[src/hw/rtl/ikrt_pkg.sv]
// Shared widths, codes and controller/datapath handshake types for the record table.
`timescale 1ns / 1ps

package ikrt_pkg;

  localparam int DEF_CAPACITY = 16;

  localparam int FUNC_W   = 2;
  localparam int KEY_W    = 32;
  localparam int HANDLE_W = 64;
  localparam int STATUS_W = 2;
  localparam int REC_W    = KEY_W + HANDLE_W;

  localparam logic [FUNC_W-1:0] FUNC_INSERT = 2'd0;
  localparam logic [FUNC_W-1:0] FUNC_DELETE = 2'd1;
  localparam logic [FUNC_W-1:0] FUNC_LOOKUP = 2'd2;

  localparam logic [STATUS_W-1:0] ST_OK      = 2'd0;
  localparam logic [STATUS_W-1:0] ST_FULL    = 2'd1;
  localparam logic [STATUS_W-1:0] ST_NO_IDS  = 2'd2;
  localparam logic [STATUS_W-1:0] ST_UNKNOWN = 2'd3;

  typedef struct packed {
    logic                load_op;
    logic                idx_inc;
    logic                rd_next;
    logic                wr_insert;
    logic                wr_shift;
    logic                cnt_dec;
    logic                res_set;
    logic [STATUS_W-1:0] res_code;
    logic                res_issue;
    logic                res_found;
    logic                emit;
  } ikrt_cmd_t;

  typedef struct packed {
    logic [FUNC_W-1:0] func;
    logic              full;
    logic              ids_out;
    logic              empty;
    logic              match;
    logic              last_scan;
    logic              more_shift;
    logic              out_busy;
  } ikrt_sts_t;

endpackage

[src/hw/rtl/ikrt_ifs.sv]
// Request and response channel interfaces of the record table.
`timescale 1ns / 1ps

interface ikrt_req_if import ikrt_pkg::*; ();
  logic                valid;
  logic                ready;
  logic [FUNC_W-1:0]   func;
  logic [KEY_W-1:0]    key_id;
  logic [HANDLE_W-1:0] name_handle;

  modport source (output valid, output func, output key_id, output name_handle, input ready);
  modport sink   (input valid, input func, input key_id, input name_handle, output ready);
endinterface

interface ikrt_rsp_if import ikrt_pkg::*; ();
  logic                valid;
  logic                ready;
  logic [STATUS_W-1:0] status;
  logic [KEY_W-1:0]    issued_id;
  logic [HANDLE_W-1:0] found_handle;

  modport source (output valid, output status, output issued_id, output found_handle,
                  input ready);
  modport sink   (input valid, input status, input issued_id, input found_handle,
                  output ready);
endinterface

[src/hw/rtl/ikrt_dp.sv]
// Datapath: record memory, count, id counter, scan index and result registers.
`timescale 1ns / 1ps

module ikrt_dp import ikrt_pkg::*; #(
  parameter int CAPACITY = DEF_CAPACITY
) (
  input  logic                clk,
  input  logic                rst_n,
  input  ikrt_cmd_t           cmd,
  output ikrt_sts_t           sts,
  input  logic [FUNC_W-1:0]   in_func,
  input  logic [KEY_W-1:0]    in_key_id,
  input  logic [HANDLE_W-1:0] in_name_handle,
  input  logic                out_ready,
  output logic                out_valid,
  output logic [STATUS_W-1:0] out_status,
  output logic [KEY_W-1:0]    out_issued_id,
  output logic [HANDLE_W-1:0] out_found_handle
);

  localparam int AW = (CAPACITY > 1) ? $clog2(CAPACITY) : 1;
  localparam int CW = $clog2(CAPACITY + 1);

  logic [REC_W-1:0]    mem [CAPACITY];
  logic [REC_W-1:0]    rd_data_r;
  logic [AW-1:0]       rd_addr;
  logic                wr_en;
  logic [AW-1:0]       wr_addr;
  logic [REC_W-1:0]    wr_data;

  logic [FUNC_W-1:0]   func_r;
  logic [KEY_W-1:0]    key_r;
  logic [HANDLE_W-1:0] handle_r;
  logic [CW-1:0]       idx_r, idx_nxt, idx_plus1;
  logic [CW-1:0]       cnt_r, cnt_nxt;
  logic [KEY_W-1:0]    next_key_r, next_key_nxt;
  logic [CW:0]         idx_plus2;

  logic [STATUS_W-1:0] res_status_r;
  logic [KEY_W-1:0]    res_issued_r;
  logic [HANDLE_W-1:0] res_found_r;

  logic                out_valid_r, out_valid_nxt;
  logic [STATUS_W-1:0] out_status_r;
  logic [KEY_W-1:0]    out_issued_r;
  logic [HANDLE_W-1:0] out_found_r;

  assign idx_plus1 = idx_r + CW'(1);
  assign idx_plus2 = {1'b0, idx_r} + (CW+1)'(2);
  assign rd_addr   = cmd.rd_next ? idx_plus1[AW-1:0] : idx_r[AW-1:0];

  always_comb begin
    wr_en   = cmd.wr_insert | cmd.wr_shift;
    wr_addr = cmd.wr_insert ? cnt_r[AW-1:0] : idx_r[AW-1:0];
    wr_data = cmd.wr_insert ? {next_key_r, handle_r} : rd_data_r;
  end

  always_ff @(posedge clk) begin
    if (wr_en) begin
      mem[wr_addr] <= wr_data;
    end
    rd_data_r <= mem[rd_addr];
  end

  always_comb begin
    sts.func       = func_r;
    sts.full       = (cnt_r == CW'(CAPACITY));
    sts.ids_out    = &next_key_r;
    sts.empty      = (cnt_r == '0);
    sts.match      = (rd_data_r[REC_W-1 -: KEY_W] == key_r);
    sts.last_scan  = (idx_plus1 == cnt_r);
    sts.more_shift = (idx_plus2 < {1'b0, cnt_r});
    sts.out_busy   = out_valid_r & ~out_ready;
  end

  always_comb begin
    idx_nxt      = idx_r;
    cnt_nxt      = cnt_r;
    next_key_nxt = next_key_r;
    if (cmd.load_op) begin
      idx_nxt = '0;
    end else if (cmd.idx_inc) begin
      idx_nxt = idx_plus1;
    end
    if (cmd.wr_insert) begin
      cnt_nxt      = cnt_r + CW'(1);
      next_key_nxt = next_key_r + KEY_W'(1);
    end else if (cmd.cnt_dec) begin
      cnt_nxt = cnt_r - CW'(1);
    end
    if (cmd.emit) begin
      out_valid_nxt = 1'b1;
    end else if (out_ready) begin
      out_valid_nxt = 1'b0;
    end else begin
      out_valid_nxt = out_valid_r;
    end
  end

  always_ff @(posedge clk) begin
    if (!rst_n) begin
      idx_r       <= '0;
      cnt_r       <= '0;
      next_key_r  <= '0;
      out_valid_r <= 1'b0;
    end else begin
      idx_r       <= idx_nxt;
      cnt_r       <= cnt_nxt;
      next_key_r  <= next_key_nxt;
      out_valid_r <= out_valid_nxt;
    end
  end

  always_ff @(posedge clk) begin
    if (cmd.load_op) begin
      func_r       <= in_func;
      key_r        <= in_key_id;
      handle_r     <= in_name_handle;
      res_issued_r <= '0;
      res_found_r  <= '0;
    end else begin
      if (cmd.res_issue) begin
        res_issued_r <= next_key_r;
      end
      if (cmd.res_found) begin
        res_found_r <= rd_data_r[HANDLE_W-1:0];
      end
    end
    if (cmd.res_set) begin
      res_status_r <= cmd.res_code;
    end
    if (cmd.emit) begin
      out_status_r <= res_status_r;
      out_issued_r <= res_issued_r;
      out_found_r  <= res_found_r;
    end
  end

  assign out_valid        = out_valid_r;
  assign out_status       = out_status_r;
  assign out_issued_id    = out_issued_r;
  assign out_found_handle = out_found_r;

  a_cnt_bound: assert property (@(posedge clk) disable iff (!rst_n)
    cnt_r <= CW'(CAPACITY))
    else $error("record count above capacity");

  a_id_step: assert property (@(posedge clk) disable iff (!rst_n)
    cmd.wr_insert |=> next_key_r == $past(next_key_r) + KEY_W'(1) && next_key_r != '0)
    else $error("id counter did not step by one or wrapped");

  a_zero_fields: assert property (@(posedge clk) disable iff (!rst_n)
    out_valid_r && out_status_r != ST_OK |-> out_issued_r == '0 && out_found_r == '0)
    else $error("failed transaction carries nonzero result fields");

  a_shift_range: assert property (@(posedge clk) disable iff (!rst_n)
    cmd.wr_shift |-> idx_plus1 < cnt_r)
    else $error("compaction shift beyond last record");

endmodule

[src/hw/rtl/ikrt_ctrl.sv]
// Controller state machine sequencing decode, scan, compaction and response.
`timescale 1ns / 1ps

module ikrt_ctrl import ikrt_pkg::*; (
  input  logic      clk,
  input  logic      rst_n,
  input  logic      in_valid,
  output logic      in_ready,
  output ikrt_cmd_t cmd,
  input  ikrt_sts_t sts
);

  typedef enum logic [6:0] {
    S_IDLE   = 7'b0000001,
    S_DECODE = 7'b0000010,
    S_SRD    = 7'b0000100,
    S_SCMP   = 7'b0001000,
    S_SHR    = 7'b0010000,
    S_SHW    = 7'b0100000,
    S_FINISH = 7'b1000000
  } state_t;

  state_t state_r, state_nxt;

  always_comb begin
    cmd       = '0;
    state_nxt = state_r;
    in_ready  = 1'b0;
    case (state_r)
      S_IDLE: begin
        in_ready = 1'b1;
        if (in_valid) begin
          cmd.load_op = 1'b1;
          state_nxt   = S_DECODE;
        end
      end
      S_DECODE: begin
        cmd.res_set = 1'b1;
        state_nxt   = S_FINISH;
        case (sts.func)
          FUNC_INSERT: begin
            if (sts.full) begin
              cmd.res_code = ST_FULL;
            end else if (sts.ids_out) begin
              cmd.res_code = ST_NO_IDS;
            end else begin
              cmd.res_code  = ST_OK;
              cmd.wr_insert = 1'b1;
              cmd.res_issue = 1'b1;
            end
          end
          FUNC_DELETE, FUNC_LOOKUP: begin
            cmd.res_code = ST_UNKNOWN;
            if (!sts.empty) begin
              cmd.res_set = 1'b0;
              state_nxt   = S_SRD;
            end
          end
          default: begin
            cmd.res_code = ST_UNKNOWN;
          end
        endcase
      end
      S_SRD: begin
        state_nxt = S_SCMP;
      end
      S_SCMP: begin
        if (sts.match) begin
          if (sts.func == FUNC_LOOKUP) begin
            cmd.res_found = 1'b1;
            cmd.res_set   = 1'b1;
            cmd.res_code  = ST_OK;
            state_nxt     = S_FINISH;
          end else if (!sts.last_scan) begin
            state_nxt = S_SHR;
          end else begin
            cmd.cnt_dec  = 1'b1;
            cmd.res_set  = 1'b1;
            cmd.res_code = ST_OK;
            state_nxt    = S_FINISH;
          end
        end else if (sts.last_scan) begin
          cmd.res_set  = 1'b1;
          cmd.res_code = ST_UNKNOWN;
          state_nxt    = S_FINISH;
        end else begin
          cmd.idx_inc = 1'b1;
          state_nxt   = S_SRD;
        end
      end
      S_SHR: begin
        cmd.rd_next = 1'b1;
        state_nxt   = S_SHW;
      end
      S_SHW: begin
        cmd.wr_shift = 1'b1;
        cmd.idx_inc  = 1'b1;
        if (sts.more_shift) begin
          state_nxt = S_SHR;
        end else begin
          cmd.cnt_dec  = 1'b1;
          cmd.res_set  = 1'b1;
          cmd.res_code = ST_OK;
          state_nxt    = S_FINISH;
        end
      end
      S_FINISH: begin
        if (!sts.out_busy) begin
          cmd.emit  = 1'b1;
          state_nxt = S_IDLE;
        end
      end
      default: begin
        state_nxt = S_IDLE;
      end
    endcase
  end

  always_ff @(posedge clk) begin
    if (!rst_n) begin
      state_r <= S_IDLE;
    end else begin
      state_r <= state_nxt;
    end
  end

  a_emit_free: assert property (@(posedge clk) disable iff (!rst_n)
    cmd.emit |-> !sts.out_busy)
    else $error("response issued over an untaken response");

endmodule

[src/hw/rtl/id_keyed_record_table_core.sv]
// Top level of the id-keyed record table: controller, datapath and channel hookup.
// Response valid follows the accepting edge through DECODE and FINISH for insert and rejects;
// a lookup or delete first scans, reading each record visited into a register (SRD) and
// comparing it (SCMP), and a delete hit then moves each later record down one slot (SHR, SHW).
// One transaction at a time: a new request is taken only in IDLE, after the response is
// issued, and an untaken response holds the next one back in FINISH.
// Reset (synchronous, active low) clears the record count, id counter and response valid;
// the record memory is left as is, and no clearing pass runs.
`timescale 1ns / 1ps

module id_keyed_record_table_core import ikrt_pkg::*; #(
  parameter int CAPACITY = DEF_CAPACITY
) (
  input  logic      clk,
  input  logic      rst_n,
  ikrt_req_if.sink   in_req,
  ikrt_rsp_if.source out_rsp
);

  ikrt_cmd_t cmd;
  ikrt_sts_t sts;

  ikrt_ctrl u_ctrl (
    .clk      (clk),
    .rst_n    (rst_n),
    .in_valid (in_req.valid),
    .in_ready (in_req.ready),
    .cmd      (cmd),
    .sts      (sts)
  );

  ikrt_dp #(
    .CAPACITY (CAPACITY)
  ) u_dp (
    .clk              (clk),
    .rst_n            (rst_n),
    .cmd              (cmd),
    .sts              (sts),
    .in_func          (in_req.func),
    .in_key_id        (in_req.key_id),
    .in_name_handle   (in_req.name_handle),
    .out_ready        (out_rsp.ready),
    .out_valid        (out_rsp.valid),
    .out_status       (out_rsp.status),
    .out_issued_id    (out_rsp.issued_id),
    .out_found_handle (out_rsp.found_handle)
  );

endmodule

[src/flat_wrapper.sv]
// flat-port wrapper written by rule: the top's interface ports become plain ports
module id_keyed_record_table_core_flat import ikrt_pkg::*;
#(
  parameter int CAPACITY = DEF_CAPACITY
)
  (clk, rst_n, in_req_valid, in_req_func, in_req_key_id, in_req_name_handle, in_req_ready, out_rsp_valid, out_rsp_status, out_rsp_issued_id, out_rsp_found_handle, out_rsp_ready);
  ikrt_req_if in_req_i ();
  ikrt_rsp_if out_rsp_i ();
  input  logic clk;
  input  logic rst_n;
  input wire logic [$bits(in_req_i.valid)-1:0] in_req_valid;
  input wire logic [$bits(in_req_i.func)-1:0] in_req_func;
  input wire logic [$bits(in_req_i.key_id)-1:0] in_req_key_id;
  input wire logic [$bits(in_req_i.name_handle)-1:0] in_req_name_handle;
  output wire logic [$bits(in_req_i.ready)-1:0] in_req_ready;
  output wire logic [$bits(out_rsp_i.valid)-1:0] out_rsp_valid;
  output wire logic [$bits(out_rsp_i.status)-1:0] out_rsp_status;
  output wire logic [$bits(out_rsp_i.issued_id)-1:0] out_rsp_issued_id;
  output wire logic [$bits(out_rsp_i.found_handle)-1:0] out_rsp_found_handle;
  input wire logic [$bits(out_rsp_i.ready)-1:0] out_rsp_ready;
  assign in_req_i.valid = in_req_valid;
  assign in_req_i.func = in_req_func;
  assign in_req_i.key_id = in_req_key_id;
  assign in_req_i.name_handle = in_req_name_handle;
  assign in_req_ready = in_req_i.ready;
  assign out_rsp_valid = out_rsp_i.valid;
  assign out_rsp_status = out_rsp_i.status;
  assign out_rsp_issued_id = out_rsp_i.issued_id;
  assign out_rsp_found_handle = out_rsp_i.found_handle;
  assign out_rsp_i.ready = out_rsp_ready;
  id_keyed_record_table_core #(.CAPACITY(CAPACITY)) u_core (.clk(clk), .rst_n(rst_n), .in_req(in_req_i), .out_rsp(out_rsp_i));
endmodule
[config.mk]
export PLATFORM = sky130hd
export DESIGN_NAME = id_keyed_record_table_core_flat
export DESIGN_NICKNAME = d
export VERILOG_FILES = /design/src/hw/rtl/ikrt_pkg.sv /design/src/hw/rtl/ikrt_ifs.sv /design/src/hw/rtl/ikrt_dp.sv /design/src/hw/rtl/ikrt_ctrl.sv /design/src/hw/rtl/id_keyed_record_table_core.sv /design/src/flat_wrapper.sv
export SDC_FILE = /design/constraint.sdc
export NUM_CORES = 2
export LEC_CHECK = 0
export BUFFER_PORTS_ARGS = -buffer_cell sky130_fd_sc_hd__buf_2
export CAP_MARGIN = 20
export CORE_MARGIN = 2
export CORE_UTILIZATION = 56
export CTS_CLUSTER_DIAMETER = 200
export CTS_CLUSTER_SIZE = 16
export DETAILED_ROUTE_END_ITERATION = 10
export PLACE_DENSITY = 0.81
export SLEW_MARGIN = 10
export SYNTH_ARGS = -nofsm -noshare
export SYNTH_HDL_FRONTEND = slang
export SYNTH_HIERARCHICAL = 1
export SYNTH_SLANG_ARGS = --single-unit
[constraint.sdc]
create_clock -name clk -period 8.83 [get_ports clk]
set_input_delay 1.3245 -clock clk [delete_from_list [all_inputs] [get_ports clk]]
set_output_delay 1.3245 -clock clk [all_outputs]
set_load 0.005 [all_outputs]
# Yosys cells after proc, flatten, opt, wreduce, memory -nomap -nowiden
# Memories as Yosys holds them, arrays and structs flattened. A register that Yosys moved wholly into a read port is not among the register bits.
# Index checks and enable logic that the tools add are counted.
[op_classes]
n_lt_le_gt_ge = 1
reduce_logical = 8
n_bitwise = 4
n_addsub = 5
n_eq_ne = 14
muxes = 50
[ops]
columns = ["operator", "n"]
rows = [
  ["2-to-1 mux 96 bit", 1],
  ["2-to-1 mux 7 bit", 9],
  ["case mux 7 bit (7 select lines)", 1],
  ["adder 32 x 1 -> 32 bit (second input constant)", 1],
  ["== test 32 bit", 1],
  ["AND reduction 32 bit", 1],
  ["2-to-1 mux 1 bit", 24],
  ["2-to-1 mux 4 bit", 4],
  ["adder 5 x 1 -> 5 bit (second input constant)", 2],
  ["2-to-1 mux 5 bit", 2],
  ["2-to-1 mux 3 bit", 3],
  ["case mux 3 bit (3 select lines)", 1],
  ["== test 7 x 1 -> 1 bit (second input constant)", 1],
  ["== test 7 x 2 -> 1 bit (second input constant)", 1],
  ["== test 7 x 3 -> 1 bit (second input constant)", 1],
  ["== test 7 x 4 -> 1 bit (second input constant)", 1],
  ["== test 7 x 5 -> 1 bit (second input constant)", 1],
  ["== test 7 x 6 -> 1 bit (second input constant)", 1],
  ["== test 7 bit (second input constant)", 1],
  ["adder 5 x 2 -> 6 bit (second input constant)", 1],
  ["less-than comparator 6 x 5 -> 1 bit", 1],
  ["2-to-1 mux 2 bit", 3],
  ["== test 5 bit", 1],
  ["== test 5 bit (second input constant)", 1],
  ["other kinds (13)", 18],
]
[word_totals]
inputBits = 102
ff_bits = 344
elab_cells = 97
memories = 1
mem_bits_rw = 1536
[memory_table]
columns = ["name", "depth", "width", "read_ports", "rd_clocked_by_memory_dff", "wr", "line_no", "rtl"]
rows = [
  ["u_core.u_dp.mem", 16, 96, 1, 1, 1, "ikrt_dp.sv:24", "logic [REC_W-1:0] mem [CAPACITY];"],
]

# Logic depth before layout (Yosys ltp)
[depth]
depth_word = 8
mapped_depth = 15
ltp_nobuf = 12

# By module
# The synthesis kept the hierarchy.
[by_module_without_submodules]
columns = ["module", "seq_area_each_um2", "cells_each", "instances", "area_per_inst_um2"]
rows = [
  ["ikrt_dp", 56774.5, 4834, 1, 81664.6],
  ["ikrt_ctrl", 140.1, 76, 1, 619.3],
]

# Worst setup path after synthesis
# Ideal clock, no wire load.
[synth_path]
path_kind = "input port to flip-flop"
start = "input port out_rsp_ready"
end = "register u_core.u_dp.out_found_r[0], in the netlist u_core/u_dp/out_found_handle[0], enable pin"
arrival_ps = 8079
stages = 2
path_slack_ps = 73
path_cell_list = "nor2b_1 nor3_1"
[synth_lines]
columns = ["item", "line_no", "rtl"]
rows = [
  ["start: declaration", "flat_wrapper.sv:20", "input wire logic [$bits(out_rsp_i.ready)-1:0] out_rsp_ready;"],
  ["end signal: assignment", "ikrt_dp.sv:135", "out_found_r <= res_found_r;"],
  ["end: declaration", "ikrt_dp.sv:46", "logic [HANDLE_W-1:0] out_found_r;"],
]

==> impl_metrics.tcl <==
set metrics [dict create \
    status "completed" \
    die-area_sq_mm 0.150 \
    die_w_um 387 \
    numCtsBuffers 141 \
    critical-path-slowest-cell "nor4_1" \
    ir_drop_uv 195 \
    wl_met1_um 71700 \
    arrival_ns 6.33 \
    ys_types 66 \
    postSynthCellCount 4910 \
    drv_cap 0 \
    io_pins 202 \
    cts_max_level 4 \
    nets 5132 \
    syn_nets 5026 \
    skew_ns 0.0431 \
    synthFlopType "edfxtp_1" \
    p_total_mw 16.6 \
    r2r_setup_slack_ns 2.92 \
    totalWireLength_um 183000 \
    vias_per_cell 6.32 \
    clk_pin_slew_worst_paths_ns 0.07 \
    syn_area_per_cell_sq_um 16.8 \
    r2r_cells 10 \
    cts_resized 0 \
    grt_start_max_net_pins 141 \
    ys.warnings.count 6 \
    p_leak_nw 28.4 \
    gp_congestion 0.812 \
    fin_setup_tns_ns 0 \
    netlist_area_sq_mm 0.0823 \
    port_buffers 201 \
    vias 44600 \
    ant_nets 0 \
    area_delta_synth_final_pct 8.43 \
    critical_path_class "reg2reg" \
    power_density_mw_per_mm2 186 \
    synth-async-reset-ratio_pct 0 \
    cts_sinks 1976 \
    hold_buffers 0 \
    cp.required_ns 9.25 \
    drc 0 \
    finalCritPeriodShare_pct 67.0 \
    synth_seq_cells 1976 \
    worst_skew_pair.late_latency_ns 0.82 \
    grt_pass1_wl_um 277000 \
    r2r_start "u_core/u_dp/next_key_r[9]$_SDFFE_PN0P_" \
    r2r_end "u_core/u_dp/mem[9][75]$_DFFE_PP_" \
    startpoint_type "register" \
    cp_max_fo 47 \
    core_sq_mm 0.146 \
    rsz0062_at_grt "false" \
    period_minus_slack_ns 5.91 \
    first_iter_violations 4639 \
    row_count 140 \
    cp-end-kind "register" \
    min_from "u_core/u_dp/res_issued_r[9]$_SDFFE_PP0P_" \
    dp_hpwl_um 103000 \
    drv_slew 0 \
    clockRootBuffer "clkbuf_16" \
    tightest_slew_ns 1.39 \
    cts_setup_buffers 0 \
    slowest_delay_ns 1.18 \
    place_area_sq_mm 0.0850 \
    drive_gt1_share_pct 15.6 \
    grt-ovfl-total 0 \
    wl_met2_um 92300 \
    die_y_um 387 \
    fmax_ghz 0.169 \
    grt_pass1_vias 45300 \
    whs_endpoint "u_core/u_dp/out_issued_id[9]$_DFFE_PP_" \
    min_path_type "reg2reg" \
    top_layer_used "met5" \
    cts_tree "yes" \
    wl_per_cell_um 26.0 \
    antenna_found_initial 3 \
    synth-edff-count 1734 \
    slew_headroom_pct 7.49 \
    first_pass_iters 6 \
    crit_path_cell_trace "and4_1, nand4_1, nor4_1, nor3b_2, buf_4, inv_1, and4_1, a31oi_1, nor2_4, buf_4" \
    design_area_sq_mm 0.0892 \
    dr_wl_met3_um 14300 \
    final_hold_viol_count 0 \
    start_util_pct 56.5 \
    clk_path_buf_depth 3 \
    whs_path_depth 0 \
    setup_viol 0 \
    gr-usage-all-layers_pct 24.3 \
    ys_seq_area_share_pct 69.2 \
]
[routing by layer]
layer	track usage [%]	vias up
met5	0	-
met4	7.54	2
met3	3.71	340
met2	41.4	2014
met1	32.4	22800
li1	-	19500
[power breakdown]
group | total, mW | switching (mW) | internal, mW
sequential | 10.2 | 0.0324 | 10.1
clock | 6.20 | 3.12 | 3.08
combinational | 0.213 | 0.151 | 0.0628
total | 16.6 | 3.30 | 13.3
[worst max-delay path by stage]
stage / endpoint / slack [ns] / from
3_5_place_dp: u_core/u_dp/mem[9][70]$_DFFE_PP_ / 3.08 / u_core/u_dp/next_key_r[9]$_SDFFE_PN0P_
2_1_floorplan: u_core/u_dp/out_found_handle[0]$_DFFE_PP_ / 0.07 / out_rsp_ready
5_1_grt: u_core/u_dp/mem[9][79]$_DFFE_PP_ / 2.76 / u_core/u_dp/next_key_r[9]$_SDFFE_PN0P_
4_1_cts: u_core/u_dp/mem[9][0]$_DFFE_PP_ / 3.04 / u_core/u_dp/next_key_r[9]$_SDFFE_PN0P_
3_3_place_gp: u_core/u_dp/mem[9][70]$_DFFE_PP_ / 3.23 / u_core/u_dp/next_key_r[9]$_SDFFE_PN0P_
6_report: u_core/u_dp/mem[9][75]$_DFFE_PP_ / 2.92 / u_core/u_dp/next_key_r[9]$_SDFFE_PN0P_
[synth_stat cells, types with 5 or more instances]
cell          n  share of area, %
edfxtp_1   1734                63
nand4_1      10             0.076
nand2b_1      5             0.038
dfxtp_1     242               5.9
nand3_1     207               1.3
inv_1        24              0.11
mux2_2       96               1.3
o221ai_1     96               1.0
a21oi_1      13             0.079
clkbuf_1     94              0.43
nor4_1       13             0.099
nand2_1     408               1.9
mux2i_1    1054                13
buf_4        80              0.73
o2111ai_1    96               1.0
nor3b_1       5             0.046
buf_2       118              0.72
buf_1        11             0.050
nor3_1       21              0.13
and3_1        7             0.053
and4_1        7             0.075
nor2b_1       6             0.046
buf_6        13              0.18
xnor2_1      34              0.36
mux4_2      226               6.2
ha_1         13              0.20
xor2_1       45              0.48
o21ai_0       9             0.055
nor2_1      165              0.75
[stage by stage]
stage | cells | utilization [%] | setup slack, ns | hold slack (ns)
after detailed placement | 6789 | 58.3 | 3.08 | 0.412
after global routing | 7048 | 61.2 | 2.76 | 0.439
after global placement | 6789 | 58.3 | 3.23 | 0.415
after CTS | 7047 | 61.2 | 3.04 | 0.428
after floorplan | 4910 | - | 0.0729 | 0.400
final | 7050 | 61.2 | 2.92 | 0.428
[kinds of logic after synthesis]
logic type               share of synthesized area, %
AO/OA/AOI/OAI                                    2.57
buffers and inverters                            2.22
AND/OR/NAND/NOR                                  4.61
adder cells (fa/ha/maj)                         0.222
multiplexers                                     20.3
XOR/XNOR                                        0.894
flip-flops                                       69.2
[cell usage in the layout (no fill, tap or decap), types with 4 or more instances in the layout]
cell       netlist  routed
a21oi_1         13      13
a31oi_1          4       4
a32oi_1          4       4
and3_1           7       6
and4_1           7       7
buf_12           0      16
buf_2          118     201
buf_4           80      62
clkbuf_1        94     102
clkbuf_16        0     142
clkinv_8         0       6
dfxtp_1        242     241
edfxtp_1      1734    1734
ha_1            13      12
inv_1           24      24
inv_16           0       4
mux2_2          96      96
mux2i_1       1054    1054
mux4_2         226     226
nand2_1        408     408
nand2b_1         5       5
nand3_1        207     207
nand4_1         10      10
nor2_1         165     149
nor2_4           0      16
nor2b_1          6       6
nor3_1          21      20
nor4_1          13      13
o2111ai_1       96      96
o21ai_0          9       9
o221ai_1        96      96
or3_1            4       4
xnor2_1         34      31
xnor2_2          1       4
xor2_1          45      44
[worst max-delay path: cells and delay by family (launching register included)]
family	cells	cell delay [ns]
and+or+nand+nor	6	3.29
AOI/OAI and AO/OA	1	0.17
DFF	1	0.49
buffers and inverters	3	1.48
[area by class of cell]
cell class              count  area [sq um]
repair buffers            279          1790
well taps                1917          2400
fillers                 10200         56500
clock inverters            14           277
inverters                  26           105
multi-input cells        2592         23800
clock buffers             244          3940
diodes                      2          5.00
flip-flops and latches   1976         56900
[flip-flops by register name (all words and copies together) (netlist names)]
name                          count
u_core/u_dp/res_status_r          2
u_core/u_dp/res_found_r          64
u_core/u_dp/handle_r             64
u_core/u_dp/key_r                32
u_core/u_ctrl/state_r             7
u_core/u_dp/res_issued_r         32
u_core/u_dp/rd_data_r            96
u_core/u_dp/out_found_handle     64
u_core/u_dp/mem                1536
u_core/u_dp/out_valid             1
u_core/u_dp/out_status            2
u_core/u_dp/func_r                2
u_core/u_dp/out_issued_id        32
u_core/u_dp/cnt_r                 5
u_core/u_dp/next_key_r           32
u_core/u_dp/idx_r                 5
(Power assumes the default switching activity.)
